[src/rtl/hss_pkg.sv]
// Package for the five-point heat stencil stream: word types, widths, register codes.
// Used by every module of the block; depends on nothing else.
package hss_pkg;

    // Field widths of the streamed words.
    localparam int SAMPLE_W   = 32;
    localparam int IDX_W      = 10;
    localparam int GRID_W     = 11;
    localparam int LAMBDA_W   = 16;
    localparam int Q_FRAC     = 16;

    // Internal arithmetic widths: difference sum, product, final sum.
    localparam int DIFF_W     = SAMPLE_W + 3;
    localparam int PROD_W     = DIFF_W + LAMBDA_W + 1;
    localparam int PSUM_W     = SAMPLE_W + 5;

    // One line store entry holds the older row and the previous row.
    localparam int LINE_W     = 2 * SAMPLE_W;

    // Grid limits and register reset values.
    localparam int MAX_GRID_DEF = 1024;
    localparam int MIN_GRID     = 3;
    localparam logic [GRID_W-1:0]   GRID_SIZE_RST = 11'd1024;
    localparam logic [LAMBDA_W-1:0] LAMBDA_RST    = 16'd16384;

    // Configuration port.
    localparam int CFG_IDX_W  = 8;
    localparam int CFG_DATA_W = 16;
    localparam logic [CFG_IDX_W-1:0] CFG_GRID_SIZE  = 8'd0;
    localparam logic [CFG_IDX_W-1:0] CFG_LAMBDA_Q16 = 8'd1;

    // Input word: one grid sample in raster order.
    typedef struct packed {
        logic signed [SAMPLE_W-1:0] sample;
        logic                       frame_start;
    } in_word_t;

    // Output word: one updated interior cell.
    typedef struct packed {
        logic signed [SAMPLE_W-1:0] new_value;
        logic [IDX_W-1:0]           row_index;
        logic [IDX_W-1:0]           col_index;
        logic                       last;
    } out_word_t;

    // Position information of the cell evaluated for one sample.
    typedef struct packed {
        logic             emit;
        logic [IDX_W-1:0] row_index;
        logic [IDX_W-1:0] col_index;
        logic             last;
    } pos_t;

endpackage

[src/rtl/hss_update.sv]
// Update pipeline: lambda multiply, floor shift, add and saturate, output register.
// Depends on hss_pkg for widths, the position struct and the output word.
module hss_update (
    input  logic                                clk,
    input  logic                                rst_n,
    input  logic [hss_pkg::LAMBDA_W-1:0]        lambda_q16,
    input  logic                                in_valid,
    output logic                                in_space,
    input  logic signed [hss_pkg::DIFF_W-1:0]   diff,
    input  logic signed [hss_pkg::SAMPLE_W-1:0] center,
    input  hss_pkg::pos_t                       pos,
    output logic                                out_valid,
    input  logic                                out_stall,
    output hss_pkg::out_word_t                  out_data
);

    localparam int QW = hss_pkg::PROD_W - hss_pkg::Q_FRAC;

    logic                                b_valid_reg;
    logic signed [hss_pkg::DIFF_W-1:0]   b_diff_reg;
    logic signed [hss_pkg::SAMPLE_W-1:0] b_ctr_reg;
    hss_pkg::pos_t                       b_pos_reg;
    logic                                c_valid_reg;
    logic signed [hss_pkg::PROD_W-1:0]   c_prod_reg;
    logic signed [hss_pkg::PROD_W-1:0]   c_prod_next;
    logic signed [hss_pkg::SAMPLE_W-1:0] c_ctr_reg;
    hss_pkg::pos_t                       c_pos_reg;
    logic                                o_valid_reg;
    hss_pkg::out_word_t                  o_data_reg;
    hss_pkg::out_word_t                  o_data_next;
    logic signed [hss_pkg::LAMBDA_W:0]   lam_s;
    logic signed [QW-1:0]                quot;
    logic signed [hss_pkg::PSUM_W-1:0]   total;
    logic                                o_free;
    logic                                c_move;
    logic                                c_space;
    logic                                b_move;

    // Each stage moves on when the one after it is empty or moving too.
    always_comb
    begin
        o_free   = !o_valid_reg || !out_stall;
        c_move   = c_valid_reg && o_free;
        c_space  = !c_valid_reg || c_move;
        b_move   = b_valid_reg && c_space;
        in_space = !b_valid_reg || b_move;
    end

    // Multiply stage: unsigned Q0.16 lambda times the signed difference.
    always_comb
    begin
        lam_s       = $signed({1'b0, lambda_q16});
        c_prod_next = hss_pkg::PROD_W'(lam_s) * hss_pkg::PROD_W'(b_diff_reg);
    end

    // Final stage: floor shift, add the center, clamp to 32 bits.
    always_comb
    begin
        quot  = c_prod_reg[hss_pkg::PROD_W-1:hss_pkg::Q_FRAC];
        total = hss_pkg::PSUM_W'(c_ctr_reg) + hss_pkg::PSUM_W'(quot);
        if (total[hss_pkg::PSUM_W-1:hss_pkg::SAMPLE_W-1] == '0
            || total[hss_pkg::PSUM_W-1:hss_pkg::SAMPLE_W-1] == '1)
        begin
            o_data_next.new_value = total[hss_pkg::SAMPLE_W-1:0];
        end
        else if (total[hss_pkg::PSUM_W-1])
        begin
            o_data_next.new_value = {1'b1, {(hss_pkg::SAMPLE_W-1){1'b0}}};
        end
        else
        begin
            o_data_next.new_value = {1'b0, {(hss_pkg::SAMPLE_W-1){1'b1}}};
        end
        o_data_next.row_index = c_pos_reg.row_index;
        o_data_next.col_index = c_pos_reg.col_index;
        o_data_next.last      = c_pos_reg.last;
    end

    // Stage valid bits.
    always_ff @(posedge clk or negedge rst_n)
    begin
        if (!rst_n)
        begin
            b_valid_reg <= 1'b0;
            c_valid_reg <= 1'b0;
            o_valid_reg <= 1'b0;
        end
        else
        begin
            if (in_space)
            begin
                b_valid_reg <= in_valid;
            end
            if (c_space)
            begin
                c_valid_reg <= b_valid_reg;
            end
            if (o_free)
            begin
                o_valid_reg <= c_valid_reg;
            end
        end
    end

    // Stage payloads.
    always_ff @(posedge clk)
    begin
        if (in_space && in_valid)
        begin
            b_diff_reg <= diff;
            b_ctr_reg  <= center;
            b_pos_reg  <= pos;
        end
        if (b_move)
        begin
            c_prod_reg <= c_prod_next;
            c_ctr_reg  <= b_ctr_reg;
            c_pos_reg  <= b_pos_reg;
        end
        if (c_move)
        begin
            o_data_reg <= o_data_next;
        end
    end

    assign out_valid = o_valid_reg;
    assign out_data  = o_data_reg;

endmodule

[config.mk]
export PLATFORM = sky130hd
export DESIGN_NAME = hss_update
export DESIGN_NICKNAME = d
export VERILOG_FILES = /design/src/rtl/hss_pkg.sv /design/src/rtl/hss_update.sv
export SDC_FILE = /design/constraint.sdc
export NUM_CORES = 2
export LEC_CHECK = 0
export BUFFER_PORTS_ARGS = -buffer_cell sky130_fd_sc_hd__buf_2
export CAP_MARGIN = 15
export CELL_PAD_IN_SITES_DETAIL_PLACEMENT = 0
export CELL_PAD_IN_SITES_GLOBAL_PLACEMENT = 2
export CORE_MARGIN = 1.5
export CORE_UTILIZATION = 30
export DETAILED_ROUTE_END_ITERATION = 10
export PLACE_DENSITY = 0.69
export SETUP_SLACK_MARGIN = 0.2
export SLEW_MARGIN = 20
export SYNTH_ARGS = -nofsm -noshare
export SYNTH_HDL_FRONTEND = slang
export SYNTH_SLANG_ARGS = --single-unit
[constraint.sdc]
create_clock -name clk -period 14.4 [get_ports clk]
set_clock_uncertainty 0.1 [all_clocks]
set_input_delay 0.72 -clock clk [delete_from_list [all_inputs] [get_ports clk]]
set_output_delay 0.72 -clock clk [all_outputs]
set_load 0.05 [all_outputs]
==> impl_metrics.json <==
{
  "finalInstanceArea_mm2": 0.03157,
  "grt_pass1_vias": 20970,
  "cts_tree": "done",
  "netlist_area_mm2": 0.02836,
  "h-tree-depth": 1,
  "syn_inst": 2747,
  "synth-edff-count": 230,
  "cp-end-kind": "flop",
  "yosysTopAreaCell": "fa_1",
  "post-cts-setup-buffers": 0,
  "vias": 18830,
  "synth-async-reset-ratio_pct": 1.288,
  "areaGrowthSynthToFinish_pct": 11.32,
  "synth_top_area_share_pct": 37.41,
  "drt_pass1_iterations": 5,
  "setup_viol": 0,
  "io_pins": 164,
  "cts_sinks": 233,
  "dp_hpwl_um": 58090,
  "wire_per_inst_um": 18.67,
  "drt_iter0_markers": 1072,
  "antennaDiodeCount": 0,
  "ys_ff_latch": 233,
  "placed_area_mm2": 0.03048,
  "period_minus_slack_ns": 8.422,
  "rsz0062_at_grt": "false",
  "final_common_cell": "inv_1",
  "period_share_pct": 58.49,
  "antenna_found_initial": 1,
  "synth.area.top_cells": "fa_1 37%, edfxtp_1 24%, inv_1 8.6%",
  "gp_congestion": 0.8596,
  "synth-seq-area-share_pct": 24.62,
  "rows": 112,
  "routed_wl_um": 77090,
  "cp-start-kind": "flop",
  "coreArea_mm2": 0.09347,
  "hold_class": "in2reg",
  "nNetsFinal": 3649,
  "setup_tns_ns": 0,
  "drv_cap": 0,
  "slew_headroom_pct": 23.29,
  "die_w_um": 310.5,
  "insertion_delay_ns": 0.62,
  "fp.dieH_um": 310.5,
  "grt_remaining_overflow": 0,
  "fin_hold_ws_ns": 0.1739,
  "cts_root_buf": "clkbuf_16",
  "tightest_slew_ns": 1.144,
  "fmax_mhz": 118.7,
  "port_buffers": 162,
  "dieArea_mm2": 0.09639,
  "remaining_drc_errors": 0,
  "worst-r2r-setup-slack_ns": 5.98,
  "yosys.cell_types.count": 67,
  "viasPerCell": 4.559,
  "grt_max_degree": 61,
  "synthFlopType": "edfxtp_1",
  "layout-drive-gt1-share_pct": 10.09,
  "grt_pass1_wl_um": 120900,
  "start_util_pct": 30.34,
  "cp_common_cell": "fa_1",
  "status": "finished clean",
  "hold_viol_final": 0,
  "path_clk_slew_ns": 0.07,
  "critPathTopFamily": "adder cells",
  "ant_nets": 0,
  "critPathMaxFanout": 16,
  "crit_chain": "nand2_1 -> fa_1 -> fa_1 -> fa_1 -> inv_1 -> fa_1 -> fa_1 -> inv_1 -> fa_1 -> inv_1 -> ha_1 -> nand4_1 -> nor2_1 -> a211oi_1 -> a21oi_1 -> o31ai_1 -> a31oi_1 -> or3_1 -> a31oi_1 -> xnor2_1",
  "cp_num_buf_inv": 3,
  "cts.path.max_buffers": 3,
  "drv_slew": 0,
  "critPathSlowestCell": "a211oi_1",
  "ys_warn_count": 0,
  "postLayoutCoreUtil_pct": 33.78,
  "worstPathArrival_ns": 8.72,
  "crit_type": "reg2reg",
  "mostFrequentLayoutCells": "646 x inv_1, 530 x fa_1, 407 x nand2_1",
  "grt_use_total_pct": 16.36,
  "cts_buffers": 30,
  "syn_area_per_cell_um2": 10.32,
  "cp.required_ns": 14.70,
  "largest_register_ffs": 53,
  "crit_path_max_incr_delay_ns": 0.92,
  "syn_nets": 3543
}
-- stage by stage --
step                setup WS [ns]  cells
floorplan                   7.501   2747
global placement            5.268   4074
CTS                         5.820   4129
global route                5.534   4129
detailed placement          5.308   4074
finish                      5.978   4129
-- cells in the mapped netlist (3+ instances only) --
library cell  number
a41oi_1            3
xor2_1            23
o31ai_1            8
o311ai_1           5
xnor2_1           47
nand3_1           20
fa_1             530
nor3_1            13
clkbuf_1          98
nor2_1            49
o21ai_0           31
dfrtp_1            3
o21ai_2            3
o211ai_1           7
inv_1            646
a211oi_1           6
or3_1              3
nor2b_1            3
and3_1             9
o21a_1            12
nand2_1          407
nor4_1             3
a31oi_1            6
a21o_1            27
buf_6              3
and2_1           204
ha_1             157
or2_2              6
a21oi_1           69
nand2b_1           6
nand4_1           16
o21ai_1            5
buf_2              7
buf_4              3
a21boi_0           4
edfxtp_1         230
a21oi_2           31
o21bai_1           7
-- routing by layer --
metal	part of all wire [%]	GRT usage [%]	vias up
li1	-	-	8566
met1	46	22.63	9630
met2	46	27.15	532
met3	5.7	2.186	97
met4	2.1	3.823	0
met5	0	0	-
-- final cells by class --
| type | instances | area [um^2] |
|---|---|---|
| repair buffers | 185 | 985.9 |
| clock inverters | 23 | 325.3 |
| flip-flops and latches | 233 | 6982 |
| well taps | 1254 | 1569 |
| inverters | 646 | 2425 |
| multi-input cells | 1757 | 18530 |
| fillers | 9553 | 61900 |
| clock buffers | 31 | 754.5 |
-- cell families after synthesis --
kind of cell               synth area share, %
DFF                                      24.62
xor gates and xnor gates                 2.162
and+or+nand+nor                          12.49
muxes                                  0.07059
adders and majority gates                44.34
buffers and inverters                    10.17
AOI/OAI and AO/OA                        6.146
-- final timing paths --
| path | endpoint | cells after the start | startpoint |
|---|---|---|---|
| setup / recovery | c_prod_reg[51] | 20 | b_diff_reg[12] |
| hold / removal | b_pos_reg[4] | 1 | pos[4] |
| setup reg to reg | c_prod_reg[51] | 20 | b_diff_reg[12] |
| hold reg to reg | c_ctr_reg[26] | 0 | b_ctr_reg[26] |
| max in group asynchronous | c_valid_reg | 2 | rst_n |
| min in group asynchronous | b_valid_reg | 2 | rst_n |
-- what timing repair did --
action / in CTS / in global routing
resized for setup: 0 / 0
setup endpoints to repair: 0 / 0
hold buffers: 1 / 0
hold endpoints to repair: 3 / 0
Power is not shown: default switching activity piles up to over one toggle a cycle in this logic, so the estimate is an artifact.
