### config.mk
export PLATFORM = sky130hd
export DESIGN_NAME = hss_position
export DESIGN_NICKNAME = d
export VERILOG_FILES = /design/src/rtl/hss_pkg.sv /design/src/rtl/hss_position.sv
export SDC_FILE = /design/constraint.sdc
export NUM_CORES = 1
export LEC_CHECK = 0
export BUFFER_PORTS_ARGS = -buffer_cell sky130_fd_sc_hd__clkbuf_2
export CAP_MARGIN = 20
export CORE_AREA = 8 8 119 121
export CTS_BUF_LIST = sky130_fd_sc_hd__clkbuf_4 sky130_fd_sc_hd__clkbuf_8
export DETAILED_ROUTE_END_ITERATION = 6
export DIE_AREA = 0 0 127 129
export GPL_TIMING_DRIVEN = 0
export SYNTH_ARGS = -nofsm -noshare
export SYNTH_HDL_FRONTEND = slang
export SYNTH_SLANG_ARGS = --single-unit
### constraint.sdc
create_clock -name clk -period 5.3 [get_ports clk]
set_clock_uncertainty 0.05 [all_clocks]
set_input_delay 0.795 -clock clk [delete_from_list [all_inputs] [get_ports clk]]
set_output_delay 0.795 -clock clk [all_outputs]
set_load 0.005 [all_outputs]
### src/rtl/hss_pkg.sv
// Package for the five-point heat stencil stream: word types, widths, register codes.
// Used by every module of the block; depends on nothing else.
package hss_pkg;

    // Field widths of the streamed words.
    localparam int SAMPLE_W   = 32;
    localparam int IDX_W      = 10;
    localparam int GRID_W     = 11;
    localparam int LAMBDA_W   = 16;
    localparam int Q_FRAC     = 16;

    // Internal arithmetic widths: difference sum, product, final sum.
    localparam int DIFF_W     = SAMPLE_W + 3;
    localparam int PROD_W     = DIFF_W + LAMBDA_W + 1;
    localparam int PSUM_W     = SAMPLE_W + 5;

    // One line store entry holds the older row and the previous row.
    localparam int LINE_W     = 2 * SAMPLE_W;

    // Grid limits and register reset values.
    localparam int MAX_GRID_DEF = 1024;
    localparam int MIN_GRID     = 3;
    localparam logic [GRID_W-1:0]   GRID_SIZE_RST = 11'd1024;
    localparam logic [LAMBDA_W-1:0] LAMBDA_RST    = 16'd16384;

    // Configuration port.
    localparam int CFG_IDX_W  = 8;
    localparam int CFG_DATA_W = 16;
    localparam logic [CFG_IDX_W-1:0] CFG_GRID_SIZE  = 8'd0;
    localparam logic [CFG_IDX_W-1:0] CFG_LAMBDA_Q16 = 8'd1;

    // Input word: one grid sample in raster order.
    typedef struct packed {
        logic signed [SAMPLE_W-1:0] sample;
        logic                       frame_start;
    } in_word_t;

    // Output word: one updated interior cell.
    typedef struct packed {
        logic signed [SAMPLE_W-1:0] new_value;
        logic [IDX_W-1:0]           row_index;
        logic [IDX_W-1:0]           col_index;
        logic                       last;
    } out_word_t;

    // Position information of the cell evaluated for one sample.
    typedef struct packed {
        logic             emit;
        logic [IDX_W-1:0] row_index;
        logic [IDX_W-1:0] col_index;
        logic             last;
    } pos_t;

endpackage

### src/rtl/hss_position.sv
// Raster position tracking for the heat stencil stream.
// Depends on hss_pkg for widths and the position struct.
module hss_position #(
    parameter int MAX_GRID = hss_pkg::MAX_GRID_DEF,
    localparam int AW = $clog2(MAX_GRID)
) (
    input  logic                        clk,
    input  logic                        rst_n,
    input  logic                        advance,
    input  logic                        frame_start,
    input  logic [hss_pkg::GRID_W-1:0]  grid_size,
    output logic [AW-1:0]               col_addr,
    output hss_pkg::pos_t               pos
);

    localparam int NW = (AW + 1 > hss_pkg::GRID_W) ? AW + 1 : hss_pkg::GRID_W;

    logic [AW-1:0] row_reg;
    logic [AW-1:0] row_next;
    logic [AW-1:0] col_reg;
    logic [AW-1:0] col_next;
    logic [NW-1:0] size_ext;
    logic [NW-1:0] n_eff;
    logic [NW-1:0] row_cur;
    logic [NW-1:0] col_cur;
    logic [NW-1:0] row_inc;
    logic [NW-1:0] col_inc;
    logic [NW-1:0] row_m1;
    logic [NW-1:0] col_m1;
    logic          wrap;

    // Clamp the grid side, place the sample and work out the next position.
    always_comb
    begin
        size_ext = NW'(grid_size);
        if (size_ext < NW'(hss_pkg::MIN_GRID))
        begin
            n_eff = NW'(hss_pkg::MIN_GRID);
        end
        else if (size_ext > NW'(MAX_GRID))
        begin
            n_eff = NW'(MAX_GRID);
        end
        else
        begin
            n_eff = size_ext;
        end

        // A frame start or a position past the grid restarts at the origin.
        wrap = frame_start || (NW'(row_reg) >= n_eff) || (NW'(col_reg) >= n_eff);
        row_cur = wrap ? '0 : NW'(row_reg);
        col_cur = wrap ? '0 : NW'(col_reg);

        col_inc = col_cur + NW'(1);
        row_inc = row_cur;
        if (col_inc >= n_eff)
        begin
            col_inc = '0;
            row_inc = row_cur + NW'(1);
            if (row_inc >= n_eff)
            begin
                row_inc = '0;
            end
        end
        row_next = row_inc[AW-1:0];
        col_next = col_inc[AW-1:0];

        // The cell one row up and one column left is the one evaluated.
        row_m1 = row_cur - NW'(1);
        col_m1 = col_cur - NW'(1);
        pos.emit      = (row_cur >= NW'(2)) && (col_cur >= NW'(2));
        pos.row_index = row_m1[hss_pkg::IDX_W-1:0];
        pos.col_index = col_m1[hss_pkg::IDX_W-1:0];
        pos.last      = (row_cur == n_eff - NW'(1)) && (col_cur == n_eff - NW'(1));
        col_addr      = col_cur[AW-1:0];
    end

    // Position of the next sample.
    always_ff @(posedge clk or negedge rst_n)
    begin
        if (!rst_n)
        begin
            row_reg <= '0;
            col_reg <= '0;
        end
        else if (advance)
        begin
            row_reg <= row_next;
            col_reg <= col_next;
        end
    end

endmodule

==> results of run 1 <==
[cells in the final DEF, fill, tap and decap left out, types with 6 or more instances in the layout]
cell type,Yosys,routed
sky130_fd_sc_hd__nor2b_1,11,11
sky130_fd_sc_hd__a21oi_1,11,9
sky130_fd_sc_hd__xor2_1,11,11
sky130_fd_sc_hd__nand2_1,42,34
sky130_fd_sc_hd__o21ai_0,25,23
sky130_fd_sc_hd__a31o_4,0,6
sky130_fd_sc_hd__inv_1,22,17
sky130_fd_sc_hd__nor3_1,13,13
sky130_fd_sc_hd__a31oi_1,7,6
sky130_fd_sc_hd__buf_4,3,32
sky130_fd_sc_hd__xnor2_1,20,18
sky130_fd_sc_hd__nor2_1,52,44
sky130_fd_sc_hd__ha_1,49,43
sky130_fd_sc_hd__nand3_1,11,10
sky130_fd_sc_hd__dfrtp_1,20,20
sky130_fd_sc_hd__clkbuf_1,15,13
sky130_fd_sc_hd__a21o_1,8,8
sky130_fd_sc_hd__nand4_1,12,12
sky130_fd_sc_hd__nand2b_1,7,6
sky130_fd_sc_hd__clkbuf_2,1,39
sky130_fd_sc_hd__nor2_4,1,6
sky130_fd_sc_hd__a22o_1,11,11
[how the worst max path moves through the flow]
stage	start	end
floorplan	grid_size[5]	row_reg[1]$_DFFE_PN0P_
global placement	grid_size[9]	row_reg[9]$_DFFE_PN0P_
detailed placement	grid_size[9]	row_reg[7]$_DFFE_PN0P_
CTS	grid_size[7]	pos[0]
global route	grid_size[3]	row_reg[0]$_DFFE_PN0P_
finish	grid_size[3]	row_reg[0]$_DFFE_PN0P_
[critical path, delay by kind of cell]
kind / cells / cell delay (ns)
xor+xnor: 1 / 0.16
simple gates: 11 / 1.75
compound gates: 10 / 1.78
fa+ha+maj: 3 / 0.67
buf+inv: 4 / 0.52
[report_power, final]
group | internal (µW) | total [µW] | switching, µW
Sequential | 160 | 175 | 15.0
Combinational | 183 | 425 | 242
Clock | 101 | 164 | 62.7
[area by class of cell]
type                       instances  area, µm²
fill                            1254       7556
multi-input combinational        382       3113
timing repair buffer              78      596.8
sequential                        20      500.5
tap                              150      187.7
buffer                            29      183.9
inverter                          23      102.6
clock buffer                       3      41.29
clock inverter                     1      30.03
[Yosys cell counts (4+ instances only)]
master / count / area (µm²)
sky130_fd_sc_hd__nand3_1: 11 / 55.05
sky130_fd_sc_hd__buf_2: 6 / 30.03
sky130_fd_sc_hd__xnor2_1: 20 / 175.2
sky130_fd_sc_hd__a21oi_1: 11 / 55.05
sky130_fd_sc_hd__nor2b_1: 11 / 68.82
sky130_fd_sc_hd__a31o_2: 7 / 61.31
sky130_fd_sc_hd__a31oi_1: 7 / 43.79
sky130_fd_sc_hd__a21o_1: 8 / 60.06
sky130_fd_sc_hd__nand4_1: 12 / 75.07
sky130_fd_sc_hd__nor4_1: 4 / 25.02
sky130_fd_sc_hd__ha_1: 49 / 613.1
sky130_fd_sc_hd__nand2b_1: 7 / 43.79
sky130_fd_sc_hd__clkbuf_1: 15 / 56.30
sky130_fd_sc_hd__nor3_1: 13 / 65.06
sky130_fd_sc_hd__a211oi_1: 6 / 45.04
sky130_fd_sc_hd__nand2_1: 42 / 157.7
sky130_fd_sc_hd__o31ai_1: 6 / 45.04
sky130_fd_sc_hd__and2_1: 6 / 37.54
sky130_fd_sc_hd__dfrtp_1: 20 / 500.5
sky130_fd_sc_hd__nor2_1: 52 / 195.2
sky130_fd_sc_hd__o21ai_0: 25 / 125.1
sky130_fd_sc_hd__inv_1: 22 / 82.58
sky130_fd_sc_hd__a22o_1: 11 / 96.34
sky130_fd_sc_hd__xor2_1: 11 / 96.34
[routing by layer]
layer	track usage, %	part of all wire [%]
met1	20.10	41
met2	26.19	48
met3	2.027	7.2
met4	6.438	3.9
met5	0	0
[stage by stage]
step,TNS [ns],cells,instance area [µm²]
after floorplan,-0.1078,455,3620
after global placement,-23.87,648,4023
after detailed placement,-24.17,648,4023
after CTS,-2.218,673,4506
after global routing,-6.332,686,4756
final,-3.362,686,4756
[logic make-up after synthesis]
kind of cell / synth area share, %
AND/OR/NAND/NOR: 27.29
buffers and inverters: 7.055
flip-flops: 14.40
XOR/XNOR: 7.811
adder cells (fa/ha/maj): 17.64
AO/OA/AOI/OAI: 25.81
[repair_timing]
item	CTS	global route
pin swaps	35	37
cloned	2	1
resized for setup	42	31
endpoints found under the hold margin	0	0
endpoints found under the setup margin	30	24
setup buffers	19	15
==> impl_metrics.tcl, run 1 <==
set metrics [dict create \
    status "finished with violations" \
    failed_checks "negative setup slack" \
    n_antenna_cell 0 \
    setup_violations 20 \
    cts_buffers 3 \
    count_of_boundary_i_o_pins 47 \
    regToRegEndpoint "row_reg[0]$_DFFE_PN0P_" \
    chipHeight_um 129 \
    fraction_of_layout_instances_using_a_drive_strength_above_1_pct 31.53 \
    coreArea_um2 12310 \
    reg2reg_from "col_reg[8]$_DFFE_PN0P_" \
    pwr_density_cell_nw_per_um2 160.6 \
    start_util_pct 28.23 \
    ff2ff_setup_slack_ns 0.30 \
    synthArstFlopShare_pct 100.0 \
    detail_route.wl_per_cell_um 19.59 \
    timing.final.max_slew_violations 0 \
    synth.avg_cell_area_um2 7.639 \
    wirelength_mm 13.44 \
    synth_top_flop_cell "sky130_fd_sc_hd__dfrtp_1" \
    holdCritPathClass "in2async" \
    port-buffer-count 43 \
    timing.critical_path.slowest_cell_delay_ns 0.36 \
    static-leakage-power_uw 0.002101 \
    clk_root_buffer_cell "sky130_fd_sc_hd__clkbuf_8" \
    timing.critical_path.arrival_ns 5.69 \
    first_global_vias 3918 \
    synth-warning-count 0 \
    syn-num-nets 519 \
    final_weighted_congestion_in_routability_driven_placement 0.8949 \
    final_nets 601 \
    worst-setup-path-type "in2reg" \
    critical_path.endpoint_type "flop" \
    post_synth_instance_area_um2 3476 \
    clock-sinks 20 \
    max-cap-violations 0 \
    final_core_utilization_pct 38.63 \
    grt_max_degree 21 \
    rsz0062_at_grt "yes" \
    ant_nets 0 \
    timing.reg2reg.worst_path_depth 24 \
    number_of_enable_flip_flop_cells_after_synthesis 0 \
    synth-seq-area-share_pct 14.40 \
    cp_data_required_time_ns 5.45 \
    grt_util_all_layers_pct 15.72 \
    cts-hold-fix-buffers 0 \
    detail_route.iter0.violations 446 \
    netlist_instances 455 \
    die-width_um 127 \
    htree_num_levels 1 \
    cp_slowest_cell "sky130_fd_sc_hd__a221o_1" \
    tritoncts "built" \
    worst_setup_slack_final_ns -0.2367 \
    routed_vias_inst 5.864 \
    cts-root-to-sink-buffers 2 \
    synth-seq-cells 20 \
    worst_hold_slack_ns 0.4530 \
    max-vdd-ir-drop_v 0.00009282 \
    max-slew-margin-rel_pct 45.85 \
    detailedRoute.firstPassIterationCount 5 \
    fp.dieArea_um2 16380 \
    timing.critical_path.mode_cell "sky130_fd_sc_hd__nor2_4" \
    dp_hpwl_mm 9.779 \
    worstPathMaxFanout 6 \
    synth.lib_cells_used.distinct 67 \
    layout_worst_path_cycle_share_pct 104.5 \
    syn_to_final_growth_pct 36.83 \
    num_vias 4023 \
    drc 0 \
    placementRows 41 \
    worst_setup_path_start_kind "primary input" \
    design_power_total_uw 763.7 \
    globalRoute.totalOverflow 0 \
    clk_latency_ns 0.27 \
    tightest_slew_ns 0.8122 \
    grt_antenna_before_repair 0 \
    timing_hold_violations_final 0 \
    grt_pass1_wl_mm 20.57 \
    cts.clk_slew.worst_paths_ns 0.09 \
    final_period_minus_worst_setup_slack_ns 5.537 \
    setup_slack_placement_ns -1.177 \
    fmaxAchievable_mhz 180.6 \
]
(Power assumes the default switching activity.)
==> run 2: changes to the inputs <==
Settings changed: ABC_AREA set to 1, CORE_AREA 8 8 119 121 to 8 8 120 122, DIE_AREA 0 0 127 129 to 0 0 128 130, SKIP_CTS_REPAIR_TIMING set to 1.
==> impl_metrics.tcl, run 2 <==
set metrics [dict create \
    status "finished, final reports clean" \
    pwr_density_cell_nw_per_um2 148.1 \
    coreArea_um2 12410 \
    grt_antenna_before_repair 0 \
    n_antenna_cell 0 \
    final_nets 728 \
    grt_pass1_wl_mm 19.60 \
    setup_violations 0 \
    tightest_slew_ns 0.6897 \
    place_area_um2 4000 \
    timing.final.max_slew_violations 0 \
    detailedRoute.firstPassIterationCount 5 \
    holdCritPathClass "in2async" \
    htree_num_levels 1 \
    tritoncts "built" \
    count_of_boundary_i_o_pins 47 \
    detail_route.iter0.violations 348 \
    timing_hold_violations_final 0 \
    grt.met1_usage_pct 20.95 \
    yosys-top-cells-area "sky130_fd_sc_hd__nand2_1 20%, sky130_fd_sc_hd__ha_1 17%, sky130_fd_sc_hd__dfrtp_1 14%" \
    clk_latency_ns 0.27 \
    dp_hpwl_mm 9.853 \
    max-slew-margin-rel_pct 53.67 \
    n_fill_cell 1355 \
    global_route.usage.met2_pct 24.05 \
    post-synth-top-area-fraction_pct 19.96 \
    stdcell_count 834 \
    cell_type_group_with_the_largest_total_delay_on_the_critical_path "simple AND/OR/NAND/NOR gates" \
    chipHeight_um 130 \
    number_of_enable_flip_flop_cells_after_synthesis 0 \
    clock-sinks 20 \
    area.sequential_um2 500.5 \
    fp.dieArea_um2 16640 \
    ant_nets 0 \
    worstPathBufferInverterCount 7 \
    cts.clk_slew.worst_paths_ns 0.09 \
    post_synth_instance_area_um2 3555 \
    port-buffer-count 46 \
    grt_max_degree 21 \
    yosys.cell_count.top_type "sky130_fd_sc_hd__nand2_1" \
    clk_root_buffer_cell "sky130_fd_sc_hd__clkbuf_8" \
    worstPathMaxFanout 7 \
    synth-warning-count 0 \
    start_util_pct 28.63 \
    placementRows 41 \
    cts-root-to-sink-buffers 2 \
    synth.lib_cells_used.distinct 38 \
    max-vdd-ir-drop_v 0.0001363 \
    timing.critical_path.arrival_ns 5.25 \
    finalInstanceArea_um2 4756 \
    cp_data_required_time_ns 5.45 \
    drc 0 \
    max-cap-violations 0 \
    netlist_instances 587 \
    layout_worst_path_cycle_share_pct 96.17 \
    layout.cells.most_common_list "169 x sky130_fd_sc_hd__nand2_1, 75 x sky130_fd_sc_hd__inv_1, 49 x sky130_fd_sc_hd__nand3_1, 45 x sky130_fd_sc_hd__nor2_1, 42 x sky130_fd_sc_hd__clkbuf_2" \
    first_global_vias 3622 \
    die-width_um 128 \
    worst_setup_path_start_kind "primary input" \
    final_weighted_congestion_in_routability_driven_placement 0.9336 \
    syn_to_final_growth_pct 33.79 \
    synth_common_cells "189 x sky130_fd_sc_hd__nand2_1, 80 x sky130_fd_sc_hd__inv_1, 56 x sky130_fd_sc_hd__nor2_1" \
    mostFrequentLayoutCell "sky130_fd_sc_hd__nand2_1" \
    met3_usage_pct 1.020 \
    fmaxAchievable_mhz 196.2 \
    syn-num-nets 651 \
    final_period_minus_worst_setup_slack_ns 5.097 \
    wirelength_mm 12.90 \
    fraction_of_layout_instances_using_a_drive_strength_above_1_pct 25.53 \
    synth_top_flop_cell "sky130_fd_sc_hd__dfrtp_1" \
    worst-setup-path-type "in2reg" \
    synthArstFlopShare_pct 100.0 \
    critical_path.endpoint_type "flop" \
    synthDominantAreaCellType "sky130_fd_sc_hd__nand2_1" \
    routed_vias_inst 4.865 \
    detail_route.wl_per_cell_um 15.47 \
    globalRoute.totalOverflow 0 \
    synth-seq-cells 20 \
    multi_input_area_um2 3176 \
    num_vias 4057 \
    final_core_utilization_pct 38.31 \
    synth-seq-area-share_pct 14.08 \
    grt_most_used_layer "met2" \
    static-leakage-power_uw 0.002592 \
    synth.avg_cell_area_um2 6.056 \
    timing.critical_path.slowest_cell_delay_ns 0.27 \
    dp_cells 805 \
    cp_slowest_cell "sky130_fd_sc_hd__ha_4" \
    grt_util_all_layers_pct 14.80 \
    cts_buffers 3 \
]
==> run 2: cell types whose count changed after synthesis, sizes merged, moves of 15 or more <==
cell    before  now
nand2       42  196
inv         22   85
nand3       13   54
xnor2       20    2
clkbuf      16    1
==> run 2: final cells by class <==
cell class | instances | share of cell area [%]
Inverter | 85 | 6.919
Sequential cell | 20 | 10.52
Clock buffer | 3 | 0.8682
Timing Repair Buffer | 72 | 9.155
Tap cell | 172 | 4.525
Multi-Input combinational cell | 477 | 66.77
Buffer | 5 | 1.237
==> run 2: through the flow <==
| stage | hold slack, ns | setup slack [ns] | total power [µW] | setup TNS, ns |
|---|---|---|---|---|
| floorplan | 0.4271 | 0.1494 | 392.3 | 0 |
| global placement | 0.4579 | -1.233 | 512.8 | -19.26 |
| detailed placement | 0.4627 | -1.248 | 512.9 | -19.19 |
| CTS | 0.4766 | -0.9830 | 622.8 | -13.85 |
| global route | 0.5048 | -0.07223 | 759.5 | -0.5850 |
| finish | 0.4461 | 0.2030 | 704.3 | 0 |
==> run 2: cell families after synthesis <==
logic type               count (synthesis)  synth area share (%)
AND/OR/NAND/NOR                        342                 43.05
buffers and inverters                   90                 10.03
AO/OA/AOI/OAI                           64                 10.17
adder cells (fa/ha/maj)                 49                 17.25
XOR/XNOR                                22                 5.421
flip-flops                              20                 14.08
==> run 2: final timing paths <==
path | cells past startpoint | start | slack [ns] | end
max in group asynchronous | 1 | rst_n | 4.37 | col_reg[4]$_DFFE_PN0P_
worst min-delay path | 1 | rst_n | 0.45 | row_reg[6]$_DFFE_PN0P_
worst max-delay path | 36 | grid_size[2] | 0.20 | row_reg[5]$_DFFE_PN0P_
min in group clk | 2 | row_reg[9]$_DFFE_PN0P_ | 0.48 | row_reg[9]$_DFFE_PN0P_
worst min register to register | 2 | row_reg[9]$_DFFE_PN0P_ | 0.48 | row_reg[9]$_DFFE_PN0P_
worst max register to register | 28 | row_reg[4]$_DFFE_PN0P_ | 0.98 | row_reg[5]$_DFFE_PN0P_
==> run 2: power by group <==
part,internal [µW],total [µW],switching (µW)
registers,160,179,18.9
clock network,50.9,112,61.5
logic,164,412,248
==> run 2: layer usage <==
layer | vias to the layer above | share of wire (%)
met5 | - | 0
met4 | 0 | 1.5
met3 | 19 | 4.6
met2 | 130 | 46
met1 | 1838 | 48
li1 | 2070 | -
==> run 3: changes to the inputs <==
Settings changed: CORE_AREA 8 8 120 122 to 2 2 114 116, DIE_AREA 0 0 128 130 to 0 0 116 118, REMOVE_ABC_BUFFERS set to 1, SKIP_CTS_REPAIR_TIMING 1 to not set.
==> impl_metrics.tcl, run 3 (same netlist as run 2, synthesis figures left out) <==
set metrics [dict create \
    timing.critical_path.arrival_ns 5.17 \
    grt_max_degree 21 \
    htree_num_levels 1 \
    multi_input_area_um2 3030 \
    holdCritPathClass "in2async" \
    routed_vias_inst 4.960 \
    cts-root-to-sink-buffers 2 \
    fraction_of_layout_instances_using_a_drive_strength_above_1_pct 22.56 \
    coreArea_um2 12410 \
    cts.clk_slew.worst_paths_ns 0.09 \
    finalInstanceArea_um2 4539 \
    final_period_minus_worst_setup_slack_ns 5.008 \
    timing.critical_path.slowest_cell_delay_ns 0.33 \
    tightest_slew_ns 0.6289 \
    chipHeight_um 118 \
    placementRows 41 \
    ant_nets 0 \
    fmaxAchievable_mhz 199.7 \
    first_global_vias 3866 \
    detail_route.iter0.violations 330 \
    globalRoute.totalOverflow 0 \
    grt_antenna_before_repair 0 \
    final_nets 722 \
    count_of_boundary_i_o_pins 47 \
    static-leakage-power_uw 0.002530 \
    grt_pass1_wl_mm 20.10 \
    final_weighted_congestion_in_routability_driven_placement 0.8925 \
    status "finished, final reports clean" \
    start_util_pct 28.63 \
    n_fill_cell 1401 \
    timing.final.max_slew_violations 0 \
    area.sequential_um2 500.5 \
    cts_buffers 3 \
    max-cap-violations 0 \
    mostFrequentLayoutCell "sky130_fd_sc_hd__nand2_1" \
    tritoncts "built" \
    die-width_um 116 \
    clk_latency_ns 0.27 \
    place_area_um2 3963 \
    num_vias 4107 \
    cp_data_required_time_ns 5.47 \
    max-vdd-ir-drop_v 0.0001057 \
    clk_root_buffer_cell "sky130_fd_sc_hd__clkbuf_8" \
    worstPathMaxFanout 11 \
    dp_hpwl_mm 9.224 \
    timing_hold_violations_final 0 \
    layout.cells.most_common_list "174 x sky130_fd_sc_hd__nand2_1, 74 x sky130_fd_sc_hd__inv_1, 51 x sky130_fd_sc_hd__nand3_1, 50 x sky130_fd_sc_hd__nor2_1, 45 x sky130_fd_sc_hd__clkbuf_2" \
    rsz0062_at_grt "yes" \
    drc 0 \
    wirelength_mm 12.72 \
    layout_worst_path_cycle_share_pct 94.48 \
    syn_to_final_growth_pct 27.70 \
    grt_util_all_layers_pct 18.58 \
    clock-sinks 20 \
    fp.dieArea_um2 13690 \
    worst_setup_path_start_kind "primary input" \
    critical_path.endpoint_type "flop" \
    worst-setup-path-type "in2reg" \
    setup_violations 0 \
    timing.critical_path.mode_cell "sky130_fd_sc_hd__nand2_1" \
    worst_hold_slack_ns 0.4720 \
    pwr_density_cell_nw_per_um2 149.8 \
    detailedRoute.firstPassIterationCount 6 \
    detail_route.wl_per_cell_um 15.36 \
    n_antenna_cell 0 \
    max-slew-margin-rel_pct 58.07 \
    port-buffer-count 46 \
    cts-hold-fix-buffers 0 \
    cp_slowest_cell "sky130_fd_sc_hd__a21oi_1" \
]
run 3: worst max-delay path: cells and delay by family:
family                   cells  cell delay, ns
adder cells (fa/ha/maj)      3            0.78
buffers and inverters        7            0.82
AND/OR/NAND/NOR             16            2.15
AO/OA/AOI/OAI                3            0.62
run 3: per-layer routing:
| metal | vias to the layer above | share of wire [%] | GRT usage (%) |
|---|---|---|---|
| met3 | 20 | 6.9 | 1.390 |
| met5 | - | 0 | 0 |
| li1 | 2058 | - | - |
| met4 | 0 | 1.8 | 5.506 |
| met1 | 1859 | 47 | 28.27 |
| met2 | 170 | 44 | 27.63 |
run 3: what timing repair did:
| action | in CTS | in global routing |
|---|---|---|
| gates resized for setup | 31 | 45 |
| setup endpoints to repair | 41 | 24 |
| endpoints found under the hold margin | 0 | 0 |
| gates cloned | 1 | 0 |
| pin swaps | 7 | 13 |
| setup buffers | 13 | 11 |
run 3: cell type report:
class	count	share of cell area, %
multi-input cells	478	66.76
inverters	85	7.139
well taps	172	4.741
repair buffers	70	9.427
flip-flops and latches	20	11.03
clock buffers	3	0.9096
run 3: where the power goes:
part | leakage, µW | switching (µW) | internal [µW]
Combinational | 0.00224 | 238 | 154
Clock | 0.0000216 | 61.5 | 51.0
Sequential | 0.000270 | 14.9 | 161
Total | 0.00253 | 315 | 365
run 3: per-stage QoR:
| step | instances | total power (µW) | TNS [ns] | setup WS (ns) | utilization [%] |
|---|---|---|---|---|---|
| 2_1_floorplan | 582 | 385.6 | -1.226 | -0.2088 | - |
| 3_3_place_gp | 800 | 502.5 | -41.77 | -1.977 | 31.92 |
| 3_5_place_dp | 800 | 500.7 | -37.49 | -1.883 | 31.92 |
| 4_1_cts | 817 | 640.6 | 0 | 0.003472 | 34.03 |
| 5_1_grt | 828 | 732.3 | -0.3430 | -0.05923 | 36.57 |
| 6_report | 828 | 680.2 | 0 | 0.2924 | 36.57 |
run 3: worst paths after layout:
| kind | from | end | slack (ns) | cells past startpoint |
|---|---|---|---|---|
| setup / recovery | grid_size[10] | col_reg[8]$_DFFE_PN0P_ | 0.29 | 29 |
| hold / removal | rst_n | row_reg[1]$_DFFE_PN0P_ | 0.47 | 1 |
| setup reg to reg | row_reg[4]$_DFFE_PN0P_ | col_reg[8]$_DFFE_PN0P_ | 1.18 | 27 |
| hold reg to reg | row_reg[9]$_DFFE_PN0P_ | row_reg[9]$_DFFE_PN0P_ | 0.49 | 2 |
| max in group asynchronous | rst_n | col_reg[0]$_DFFE_PN0P_ | 4.32 | 1 |
| min in group clk | row_reg[9]$_DFFE_PN0P_ | row_reg[9]$_DFFE_PN0P_ | 0.49 | 2 |
